$ cat config.mk
export PLATFORM = sky130hd
export DESIGN_NAME = credit_throttled_request_queue
export DESIGN_NICKNAME = d
export VERILOG_FILES = /design/src/rtl/core/ctrq_pkg.sv /design/src/rtl/core/ctrq_cell.sv /design/src/rtl/core/ctrq_ctrl.sv /design/src/rtl/core/credit_throttled_request_queue.sv
export SDC_FILE = /design/constraint.sdc
export NUM_CORES = 1
export LEC_CHECK = 0
export ABC_AREA = 1
export BUFFER_PORTS_ARGS = -buffer_cell sky130_fd_sc_hd__buf_2
export CORE_MARGIN = 1.5
export CORE_UTILIZATION = 35
export DETAILED_ROUTE_END_ITERATION = 7
export GPL_TIMING_DRIVEN = 1
export HOLD_SLACK_MARGIN = 0.02
export PLACE_DENSITY_LB_ADDON = 0.12
export SYNTH_ARGS = -nofsm -noshare
export SYNTH_HDL_FRONTEND = slang
export SYNTH_SLANG_ARGS = --single-unit
$ cat constraint.sdc
create_clock -name clk -period 27.8 [get_ports clk]
set_input_delay 1.39 -clock clk [delete_from_list [all_inputs] [get_ports clk]]
set_output_delay 1.39 -clock clk [all_outputs]
set_load 0.02 [all_outputs]
$ cat src/rtl/core/ctrq_pkg.sv
// ----------------------------------------------------------------------------
// ctrq_pkg
// Shared types, codes and the charge cost table of the credit-throttled
// request queue.
// ----------------------------------------------------------------------------
package ctrq_pkg;

	localparam int QUEUE_DEPTH_DEF = 16;

	localparam int ID_W       = 8;
	localparam int BUDGET_W   = 16;
	localparam int DECAY_W    = 8;
	localparam int TIME_W     = 32;
	localparam int NODES_W    = 8;
	localparam int STATUS_W   = 3;
	localparam int CFG_ADDR_W = 1;
	localparam int CFG_DATA_W = 16;
	localparam int DRAIN_W    = TIME_W + DECAY_W;
	localparam int COST_W     = 10;

	localparam logic [BUDGET_W-1:0] BUDGET_LIMIT_RST = 16'd68;
	localparam logic [DECAY_W-1:0]  DECAY_RST        = 8'd1;

	// Nodes per cost band and the number of bands.
	localparam int BAND_STEP = 10;
	localparam int BAND_NUM  = 17;

	localparam logic [CFG_ADDR_W-1:0] CFG_BUDGET_LIMIT = 1'd0;
	localparam logic [CFG_ADDR_W-1:0] CFG_DECAY_PER_MS = 1'd1;

	typedef enum logic [1:0] {
		MODE_REQUEST = 2'd0,
		MODE_TICK    = 2'd1,
		MODE_CHARGE  = 2'd2,
		MODE_CANCEL  = 2'd3
	} mode_t;

	typedef enum logic [STATUS_W-1:0] {
		ST_NONE      = 3'd0,
		ST_GRANTED   = 3'd1,
		ST_QUEUED    = 3'd2,
		ST_DUPLICATE = 3'd3,
		ST_FULL      = 3'd4
	} status_t;

	// Command broadcast from the controller to every cell of the chain.
	typedef struct packed {
		logic            shift;
		logic            wrap_kill;
		logic            load;
		logic [ID_W-1:0] load_id;
	} cell_cmd_t;

	localparam logic [7:0] BAND_COST [BAND_NUM] = '{
		8'd2, 8'd4, 8'd8, 8'd13, 8'd19, 8'd26, 8'd34, 8'd43, 8'd53,
		8'd64, 8'd76, 8'd89, 8'd103, 8'd118, 8'd134, 8'd151, 8'd169
	};

	// Banded cost in quarter units. The band is the number of band
	// boundaries that the node count lies above, held at the last band.
	function automatic logic [COST_W-1:0] charge_cost(input logic [NODES_W-1:0] nodes);
		logic [4:0] band;
		band = '0;
		for (int b = 1; b < BAND_NUM; b++) begin
			if (int'(nodes) > b * BAND_STEP)
				band = band + 5'd1;
		end
		return {BAND_COST[band], 2'b00};
	endfunction

endpackage

$ cat src/rtl/core/ctrq_cell.sv
// ----------------------------------------------------------------------------
// ctrq_cell
// One slot of the request chain: a requester id and its live bit. On a shift
// the slot takes its neighbor's contents; a load writes a new tail entry.
// ----------------------------------------------------------------------------
module ctrq_cell (
	input  logic                        clk,
	input  logic                        arst_n,
	input  ctrq_pkg::cell_cmd_t         cmd,
	input  logic                        sel,
	input  logic [ctrq_pkg::ID_W-1:0]   nb_id,
	input  logic                        nb_live,
	input  logic                        nb_kill,
	output logic [ctrq_pkg::ID_W-1:0]   id,
	output logic                        live
);

	logic [ctrq_pkg::ID_W-1:0] id_q;
	logic                      live_q;

	always_ff @(posedge clk or negedge arst_n) begin
		if (!arst_n) begin
			live_q <= 1'b0;
		end else if (cmd.load && sel) begin
			live_q <= 1'b1;
		end else if (cmd.shift) begin
			live_q <= nb_live & ~nb_kill;
		end
	end

	always_ff @(posedge clk) begin
		if (cmd.load && sel) begin
			id_q <= cmd.load_id;
		end else if (cmd.shift) begin
			id_q <= nb_id;
		end
	end

	assign id   = id_q;
	assign live = live_q;

endmodule

$ cat src/rtl/core/ctrq_ctrl.sv
// ----------------------------------------------------------------------------
// ctrq_ctrl
// Sequencer of the request queue: budget, tick time, queue fill count and
// configuration. It walks the cell chain one slot per cycle through its head.
// ----------------------------------------------------------------------------
module ctrq_ctrl #(
	parameter int QUEUE_DEPTH = ctrq_pkg::QUEUE_DEPTH_DEF,
	parameter int CW          = $clog2(QUEUE_DEPTH + 1)
) (
	input  logic                              clk,
	input  logic                              arst_n,
	input  logic                              in_valid,
	output logic                              in_ready,
	input  logic [1:0]                        mode,
	input  logic [ctrq_pkg::ID_W-1:0]         requester_id,
	input  logic [ctrq_pkg::TIME_W-1:0]       now_ms,
	input  logic [ctrq_pkg::NODES_W-1:0]      nodes_used,
	output logic                              out_valid,
	input  logic                              out_ready,
	output logic [ctrq_pkg::STATUS_W-1:0]     status,
	output logic [ctrq_pkg::ID_W-1:0]         granted_id,
	input  logic                              cfg_we,
	input  logic [ctrq_pkg::CFG_ADDR_W-1:0]   cfg_addr,
	input  logic [ctrq_pkg::CFG_DATA_W-1:0]   cfg_wdata,
	input  logic [ctrq_pkg::ID_W-1:0]         head_id,
	input  logic                              head_live,
	output ctrq_pkg::cell_cmd_t               cmd,
	output logic [CW-1:0]                     count
);

	localparam int SW = $clog2(QUEUE_DEPTH);
	localparam logic [SW-1:0] SCAN_LAST = SW'(QUEUE_DEPTH - 1);
	localparam logic [CW-1:0] COUNT_FULL = CW'(QUEUE_DEPTH);

	typedef enum logic [2:0] {
		S_IDLE,
		S_DISPATCH,
		S_SCAN,
		S_ENQ,
		S_DRAIN,
		S_SKIP,
		S_DONE
	} state_t;

	state_t                               state_q;
	ctrq_pkg::mode_t                      mode_q;
	logic [ctrq_pkg::ID_W-1:0]            rid_q;
	logic [ctrq_pkg::TIME_W-1:0]          now_q;
	logic [ctrq_pkg::NODES_W-1:0]         nodes_q;
	logic [ctrq_pkg::TIME_W-1:0]          last_tick_q;
	logic [ctrq_pkg::BUDGET_W-1:0]        budget_q;
	logic [ctrq_pkg::BUDGET_W-1:0]        limit_q;
	logic [ctrq_pkg::DECAY_W-1:0]         decay_q;
	logic [ctrq_pkg::DRAIN_W-1:0]         drain_s1;
	logic [CW-1:0]                        count_q;
	logic [SW-1:0]                        scan_q;
	logic                                 dup_q;
	ctrq_pkg::status_t                    res_status_q;
	logic [ctrq_pkg::ID_W-1:0]            res_gid_q;
	logic                                 out_valid_q;
	ctrq_pkg::status_t                    out_status_q;
	logic [ctrq_pkg::ID_W-1:0]            out_gid_q;

	logic                                 head_hit;
	logic [ctrq_pkg::BUDGET_W:0]          charge_sum;
	logic [ctrq_pkg::BUDGET_W-1:0]        charged;
	logic [ctrq_pkg::BUDGET_W-1:0]        drained;

	assign head_hit = head_live && (head_id == rid_q);

	assign charge_sum = {1'b0, budget_q}
		+ (ctrq_pkg::BUDGET_W + 1)'(ctrq_pkg::charge_cost(nodes_q));
	assign charged = charge_sum[ctrq_pkg::BUDGET_W] ? '1 : charge_sum[ctrq_pkg::BUDGET_W-1:0];

	assign drained = (drain_s1 >= ctrq_pkg::DRAIN_W'(budget_q)) ? '0
		: budget_q - drain_s1[ctrq_pkg::BUDGET_W-1:0];

	// During a walk the slot leaving the head wraps to the tail; a cancel
	// clears it if its id matches. A pop always drops the head slot's live bit.
	always_comb begin
		cmd.shift     = (state_q == S_SCAN) || ((state_q == S_SKIP) && (count_q != '0));
		cmd.wrap_kill = (state_q == S_SCAN) ? ((mode_q == ctrq_pkg::MODE_CANCEL) && head_hit)
			: 1'b1;
		cmd.load      = (state_q == S_ENQ) && !dup_q;
		cmd.load_id   = rid_q;
	end

	always_ff @(posedge clk or negedge arst_n) begin
		if (!arst_n) begin
			limit_q <= ctrq_pkg::BUDGET_LIMIT_RST;
			decay_q <= ctrq_pkg::DECAY_RST;
		end else if (cfg_we) begin
			case (cfg_addr)
				ctrq_pkg::CFG_BUDGET_LIMIT: limit_q <= cfg_wdata;
				ctrq_pkg::CFG_DECAY_PER_MS: decay_q <= cfg_wdata[ctrq_pkg::DECAY_W-1:0];
				default: ;
			endcase
		end
	end

	always_ff @(posedge clk) begin
		if ((state_q == S_IDLE) && in_valid) begin
			rid_q   <= requester_id;
			now_q   <= now_ms;
			nodes_q <= nodes_used;
		end
		if (state_q == S_DISPATCH) begin
			drain_s1 <= ctrq_pkg::DRAIN_W'(now_q - last_tick_q) * ctrq_pkg::DRAIN_W'(decay_q);
		end
	end

	always_ff @(posedge clk or negedge arst_n) begin
		if (!arst_n) begin
			state_q      <= S_IDLE;
			mode_q       <= ctrq_pkg::MODE_REQUEST;
			last_tick_q  <= '0;
			budget_q     <= '0;
			count_q      <= '0;
			scan_q       <= '0;
			dup_q        <= 1'b0;
			res_status_q <= ctrq_pkg::ST_NONE;
			res_gid_q    <= '0;
			out_valid_q  <= 1'b0;
			out_status_q <= ctrq_pkg::ST_NONE;
			out_gid_q    <= '0;
		end else begin
			// The final state reloads the result register itself.
			if (out_ready && (state_q != S_DONE))
				out_valid_q <= 1'b0;
			case (state_q)
				S_IDLE: begin
					if (in_valid) begin
						mode_q       <= ctrq_pkg::mode_t'(mode);
						res_status_q <= ctrq_pkg::ST_NONE;
						res_gid_q    <= '0;
						state_q      <= S_DISPATCH;
					end
				end
				S_DISPATCH: begin
					scan_q <= '0;
					dup_q  <= 1'b0;
					case (mode_q)
						ctrq_pkg::MODE_REQUEST: begin
							if ((budget_q > limit_q) || (count_q != '0)) begin
								if (count_q == COUNT_FULL) begin
									res_status_q <= ctrq_pkg::ST_FULL;
									state_q      <= S_DONE;
								end else begin
									state_q <= S_SCAN;
								end
							end else begin
								res_status_q <= ctrq_pkg::ST_GRANTED;
								res_gid_q    <= rid_q;
								state_q      <= S_DONE;
							end
						end
						ctrq_pkg::MODE_TICK: begin
							last_tick_q <= now_q;
							state_q     <= S_DRAIN;
						end
						ctrq_pkg::MODE_CHARGE: begin
							budget_q <= charged;
							state_q  <= S_DONE;
						end
						ctrq_pkg::MODE_CANCEL: begin
							state_q <= S_SCAN;
						end
						default: state_q <= S_DONE;
					endcase
				end
				S_SCAN: begin
					if (head_hit)
						dup_q <= 1'b1;
					if (scan_q == SCAN_LAST) begin
						state_q <= (mode_q == ctrq_pkg::MODE_REQUEST) ? S_ENQ : S_DONE;
					end else begin
						scan_q <= scan_q + 1'b1;
					end
				end
				S_ENQ: begin
					if (dup_q) begin
						res_status_q <= ctrq_pkg::ST_DUPLICATE;
					end else begin
						res_status_q <= ctrq_pkg::ST_QUEUED;
						count_q      <= count_q + 1'b1;
					end
					state_q <= S_DONE;
				end
				S_DRAIN: begin
					budget_q <= drained;
					state_q  <= (drained <= limit_q) ? S_SKIP : S_DONE;
				end
				S_SKIP: begin
					// Cancelled slots at the head are dropped one per cycle.
					if (count_q == '0) begin
						state_q <= S_DONE;
					end else if (!head_live) begin
						count_q <= count_q - 1'b1;
					end else begin
						count_q      <= count_q - 1'b1;
						res_status_q <= ctrq_pkg::ST_GRANTED;
						res_gid_q    <= head_id;
						state_q      <= S_DONE;
					end
				end
				S_DONE: begin
					if (!out_valid_q || out_ready) begin
						out_valid_q  <= 1'b1;
						out_status_q <= res_status_q;
						out_gid_q    <= res_gid_q;
						state_q      <= S_IDLE;
					end
				end
				default: state_q <= S_IDLE;
			endcase
		end
	end

	assign in_ready   = (state_q == S_IDLE);
	assign out_valid  = out_valid_q;
	assign status     = out_status_q;
	assign granted_id = out_gid_q;
	assign count      = count_q;

endmodule

$ cat src/rtl/core/credit_throttled_request_queue.sv
// ----------------------------------------------------------------------------
// credit_throttled_request_queue
// Leaky-bucket admission queue: grants requests while the cost budget is
// at or under the limit and none waits, else queues new ones if not full.
// ----------------------------------------------------------------------------
//
//   Channel   Signals                                           Direction
//   in        in_valid/in_ready, mode, requester_id,           into block
//             now_ms, nodes_used
//   out       out_valid/out_ready, status, granted_id           out of block
//   cfg       cfg_we, cfg_addr, cfg_wdata                       into block
//
// One beat in gives one beat out. A queued request, a duplicate and a
// cancel rotate the chain once past its head; charge, immediate grants and
// full-queue rejects do not. A tick that leaves the budget at or under the
// limit then drops each cancelled slot at the head and grants the first live
// one, if any. One beat is worked on at a time; a new beat is taken while
// the previous result still waits in the output register. Reset empties the
// queue and clears the budget at once. A stalled output holds the sequencer
// in its final state until the result register frees.
module credit_throttled_request_queue #(
	parameter int QUEUE_DEPTH = ctrq_pkg::QUEUE_DEPTH_DEF
) (
	input  logic                              clk,
	input  logic                              arst_n,
	input  logic                              in_valid,
	output logic                              in_ready,
	input  logic [1:0]                        mode,
	input  logic [ctrq_pkg::ID_W-1:0]         requester_id,
	input  logic [ctrq_pkg::TIME_W-1:0]       now_ms,
	input  logic [ctrq_pkg::NODES_W-1:0]      nodes_used,
	output logic                              out_valid,
	input  logic                              out_ready,
	output logic [ctrq_pkg::STATUS_W-1:0]     status,
	output logic [ctrq_pkg::ID_W-1:0]         granted_id,
	input  logic                              cfg_we,
	input  logic [ctrq_pkg::CFG_ADDR_W-1:0]   cfg_addr,
	input  logic [ctrq_pkg::CFG_DATA_W-1:0]   cfg_wdata
);

	localparam int CW = $clog2(QUEUE_DEPTH + 1);

	ctrq_pkg::cell_cmd_t           cmd;
	logic [CW-1:0]                 count;
	logic [ctrq_pkg::ID_W-1:0]     cell_id   [QUEUE_DEPTH];
	logic                          cell_live [QUEUE_DEPTH];

	ctrq_ctrl #(
		.QUEUE_DEPTH (QUEUE_DEPTH),
		.CW          (CW)
	) u_ctrl (
		.clk          (clk),
		.arst_n       (arst_n),
		.in_valid     (in_valid),
		.in_ready     (in_ready),
		.mode         (mode),
		.requester_id (requester_id),
		.now_ms       (now_ms),
		.nodes_used   (nodes_used),
		.out_valid    (out_valid),
		.out_ready    (out_ready),
		.status       (status),
		.granted_id   (granted_id),
		.cfg_we       (cfg_we),
		.cfg_addr     (cfg_addr),
		.cfg_wdata    (cfg_wdata),
		.head_id      (cell_id[0]),
		.head_live    (cell_live[0]),
		.cmd          (cmd),
		.count        (count)
	);

	// Slot 0 is the head; each slot shifts toward it and the head wraps to
	// the far end of the chain.
	for (genvar i = 0; i < QUEUE_DEPTH; i++) begin : g_cell
		localparam int NB = (i == QUEUE_DEPTH - 1) ? 0 : i + 1;

		ctrq_cell u_cell (
			.clk     (clk),
			.arst_n  (arst_n),
			.cmd     (cmd),
			.sel     (count == CW'(i)),
			.nb_id   (cell_id[NB]),
			.nb_live (cell_live[NB]),
			.nb_kill ((i == QUEUE_DEPTH - 1) ? cmd.wrap_kill : 1'b0),
			.id      (cell_id[i]),
			.live    (cell_live[i])
		);
	end

endmodule

==> results.md <==
Worst setup path:
- Among the stages of the critical path, the cell type that occurs most often is sky130_fd_sc_hd__nand2_1.
- In this design, the stage delay of the slowest critical-path cell is 0.54 ns.
- For this design, the slowest cell found on the critical path is sky130_fd_sc_hd__edfxtp_1.
- The startpoint-to-endpoint class of the critical path is reg -> reg.
- The data required time at the worst endpoint is 28.27 ns.
- STA puts the critical path data arrival time at 11.16 ns.
- Along the worst path, the maximum fanout reaches 14.
- STA classifies the critical path endpoint as a register.
- The launching element type of the critical path is a register.
- The worst setup slack for register-to-register paths is 17.11 ns.

Yosys:
- Counting instances in the post-synthesis netlist gives the leading cell types as sky130_fd_sc_hd__nand2_1, sky130_fd_sc_hd__inv_1, sky130_fd_sc_hd__nor2_1.
- After technology mapping, the gate count stands at 3179.
- The synthesized netlist devotes 19.45% of its cell area to simple gates.
- The count of distinct cell types in the synthesized netlist is 54.
- Summed over all instances, the cell type with the most area after synthesis is sky130_fd_sc_hd__edfxtp_1.
- The mean cell area of the mapped netlist is 8.528 um2.
- Yosys attributes the largest share of cell area to sky130_fd_sc_hd__edfxtp_1, sky130_fd_sc_hd__fa_1, sky130_fd_sc_hd__dfrtp_1.
- The fraction of synthesis flops using an asynchronous set or reset pin is 36.84%.
- The area fraction in compound gates after synthesis is 10.16%.
- The most frequent cell after synthesis is sky130_fd_sc_hd__nand2_1.
- The count of yosys warnings during synthesis is 0.
- Sequential cells were found to cover 35.57% of the synthesized design area.
- The post-synthesis share of cell area spent on full adders, half adders and majority gates is 23.23%.
- Summing the areas of all xor and xnor instances in the mapped netlist gives 3.101% of the synthesized area.
- The total nets after synthesis is 3632.
- The combined area of all synthesized cells is 27110 um2.
- Measured against the total synthesized area, the mux share comes to 0.1661%.
- For this run, the leading register cell type out of synthesis is sky130_fd_sc_hd__edfxtp_1.
- After synthesis, the largest family of logic cells by area is adder cells.
- Synthesis inferred 342 register bits.
- The synthesized design contains 216 enable-type register cells.
- The synthesized design devotes to its leading area cell type 23.92% of total area.

Clock network:
- Gates resized during post-CTS repair numbered 0.
- The clock sink total is 342.
- The clock-pin slew on the worst setup and hold paths is 0.07 ns.
- At the later pin of the worst-skew pair, clock insertion delay measures 0.59 ns.
- CTS placed an instance of sky130_fd_sc_hd__clkbuf_16 at the clock tree root.
- TritonCTS built the clock tree.
- The H-tree depth is 2.
- Counting the buffers created by CTS gives 43.
- The setup fix buffers added after clock tree synthesis is 0.
- The clock tree buffer depth is 3.
- The total of hold buffers inserted after clock tree synthesis is 0.

Place:
- The post-placement setup slack is 17.21 ns.
- The placed standard-cell area is 28650 um2.
- The number of I/O port buffers is 84.
- The cell total after placement is 4227.
- The detailed placement HPWL is 52200 um.
- The congestion estimate from routability-driven global placement came to 0.8478.

Floorplanning:
- The boundary pin count is 85.
- The die covers 79140 um2.
- The initial utilization of the core area, before any placement, comes to 35.52%.
- After floorplanning, the core was divided into 101 placement rows.
- The floorplan step set the die height to 281.3 um.
- The core region is 76330 um2.
- The die boundary width is 281.3 um.

GRT:
- The overflow left after global routing is 0.
- The number of global-route vias before repair is 20910.
- The initial antenna violation count is 4.
- For this run, the total global-route usage over all layers was measured as 17.55%.
- The maximum number of pins on one net before global-route repair is 72.
- The first global-routing pass estimated 111100 um of wire.

Finish:
- The post-layout net count is 3695.
- The count of cells in the finished layout, fillers not included, comes to 4309.
- The area growth from synthesis to layout is 10.82%.
- After routing the design area is 30050 um2.
- The number of fill cells is 7829.
- The post-route netlist has 8.425% of its cells at a drive strength greater than 1.

STA:
- The maximum clock frequency is 93.54 MHz.
- Headroom to the max-slew limit came out at 33.98%.
- Setup slack on the critical path of the routed design comes to 17.11 ns.
- The slew of the pin with the lowest slew margin is 0.9843 ns.
- The final critical path takes up 38.45% of the cycle.
- Between clock sinks in the finished design, the worst skew comes to 0.02377 ns.
- In the final timing run, aggregate negative setup slack is 0 ns.
- The final count of pins violating max slew is 0.
- Setup repair after global routing left no endpoint under its margin.
- The hold violation count in the final report is 0.
- The post-route minimum period is 10.69 ns.
- The count of endpoints failing setup in the final report is 0.

Drt:
- The initial detailed-routing violation count is 1262.
- The final route contains 20920 vias.
- The via density per instance is 4.855.
- In this run the remaining antenna-violating nets after routing total 0.
- The first TritonRoute pass finished after 5 iterations.
- In the routed design, unresolved DRC markers number 0.
- In the final routed layout, each cell accounts on average for 15.86 um.
- The detailed-route wire length is 68330 um.

Run:
- The number of max-cap violations is 0.

Worst hold path:
- The worst hold path class is reg -> reg.

Outcome:
- The run finished with clean final reports.
==> registers in the layout, summed over array words and instances, names as in the netlist <==
signal               cells
g_cell.u_cell.id       128
g_cell.u_cell.live      16
u_ctrl.budget_q         16
u_ctrl.count             5
u_ctrl.decay_q           8
u_ctrl.drain_s1         40
u_ctrl.dup_q             1
u_ctrl.granted_id        8
u_ctrl.last_tick_q      32
u_ctrl.limit_q          16
u_ctrl.mode_q            2
u_ctrl.nodes_q           8
u_ctrl.now_q            32
u_ctrl.out_valid         1
u_ctrl.res_gid_q         8
u_ctrl.res_status_q      3
u_ctrl.rid_q             8
u_ctrl.scan_q            4
u_ctrl.state_q           3
u_ctrl.status            3
==> cell families after synthesis <==
| family | after synthesis |
|---|---|
| and+or+nand+nor | 1248 |
| buffers and inverters | 601 |
| AOI/OAI and AO/OA | 507 |
| adders and majority gates | 381 |
| DFF | 342 |
| xor gates and xnor gates | 96 |
| muxes | 4 |
==> final cells by class <==
type | count | area (um2) | area share [%]
multi-input cells | 2236 | 15230 | 50.69
flip-flops and latches | 342 | 9643 | 32.10
inverters | 521 | 1956 | 6.509
clock buffers | 53 | 1124 | 3.740
well taps | 1030 | 1289 | 4.289
clock inverters | 26 | 266.5 | 0.8870
repair buffers | 98 | 531.8 | 1.770
diodes | 3 | 7.507 | 0.02499
==> through the flow <==
step	util [%]	hold slack [ns]
detailed placement	37.53	0.4742
global route	39.36	0.5192
global placement	37.53	0.4716
CTS	39.35	0.4889
finish	39.36	0.4778
floorplan	-	0.4380
==> cells in the final DEF (no fill, tap or decap), types with 16 or more instances in the layout <==
master / n
sky130_fd_sc_hd__inv_1: 492
sky130_fd_sc_hd__fa_1: 204
sky130_fd_sc_hd__nand3_2: 16
sky130_fd_sc_hd__o21ai_0: 250
sky130_fd_sc_hd__nand3_1: 97
sky130_fd_sc_hd__nand2_1: 718
sky130_fd_sc_hd__nand4_1: 23
sky130_fd_sc_hd__buf_2: 83
sky130_fd_sc_hd__ha_1: 177
sky130_fd_sc_hd__a21oi_1: 164
sky130_fd_sc_hd__inv_2: 21
sky130_fd_sc_hd__o211ai_1: 17
sky130_fd_sc_hd__xnor2_1: 36
sky130_fd_sc_hd__nor2_1: 285
sky130_fd_sc_hd__nor3_1: 20
sky130_fd_sc_hd__xor2_1: 60
sky130_fd_sc_hd__nand2_2: 35
sky130_fd_sc_hd__dfrtp_1: 123
sky130_fd_sc_hd__o221ai_1: 16
sky130_fd_sc_hd__edfxtp_1: 216
sky130_fd_sc_hd__clkbuf_16: 43
==> path summary, 6_finish.rpt <==
check / startpoint / end / cells after the start
min: u_ctrl.res_status_q[1] / u_ctrl.res_status_q[1] / 2
min reg2reg: u_ctrl.res_status_q[1] / u_ctrl.res_status_q[1] / 2
max reg2reg: u_ctrl.nodes_q[4] / u_ctrl.budget_q[14] / 71
max in group asynchronous: arst_n / u_ctrl.limit_q[12] / 2
max: u_ctrl.nodes_q[4] / u_ctrl.budget_q[14] / 71
min in group asynchronous: arst_n / u_ctrl.last_tick_q[31] / 1
==> critical path, delay by kind of cell, from the launching register on <==
| family | cells | cell delay [ns] |
|---|---|---|
| buffers and inverters | 8 | 0.66 |
| adder cells (fa/ha/maj) | 10 | 2.99 |
| AO/OA/AOI/OAI | 8 | 1.33 |
| flip-flops | 1 | 0.54 |
| AND/OR/NAND/NOR | 45 | 5.08 |
==> per-layer routing <==
layer  vias to the layer above  track usage [%]  wire length [um]
li1                      10340                -                 -
met1                     10060            25.29             33920
met2                       439            27.50             29770
met3                        88            2.245              2904
met4                         0            5.211              1737
met5                         -                0                 0
Power is not shown: default switching activity piles up to over one toggle a cycle in this logic, so the estimate is an artifact.
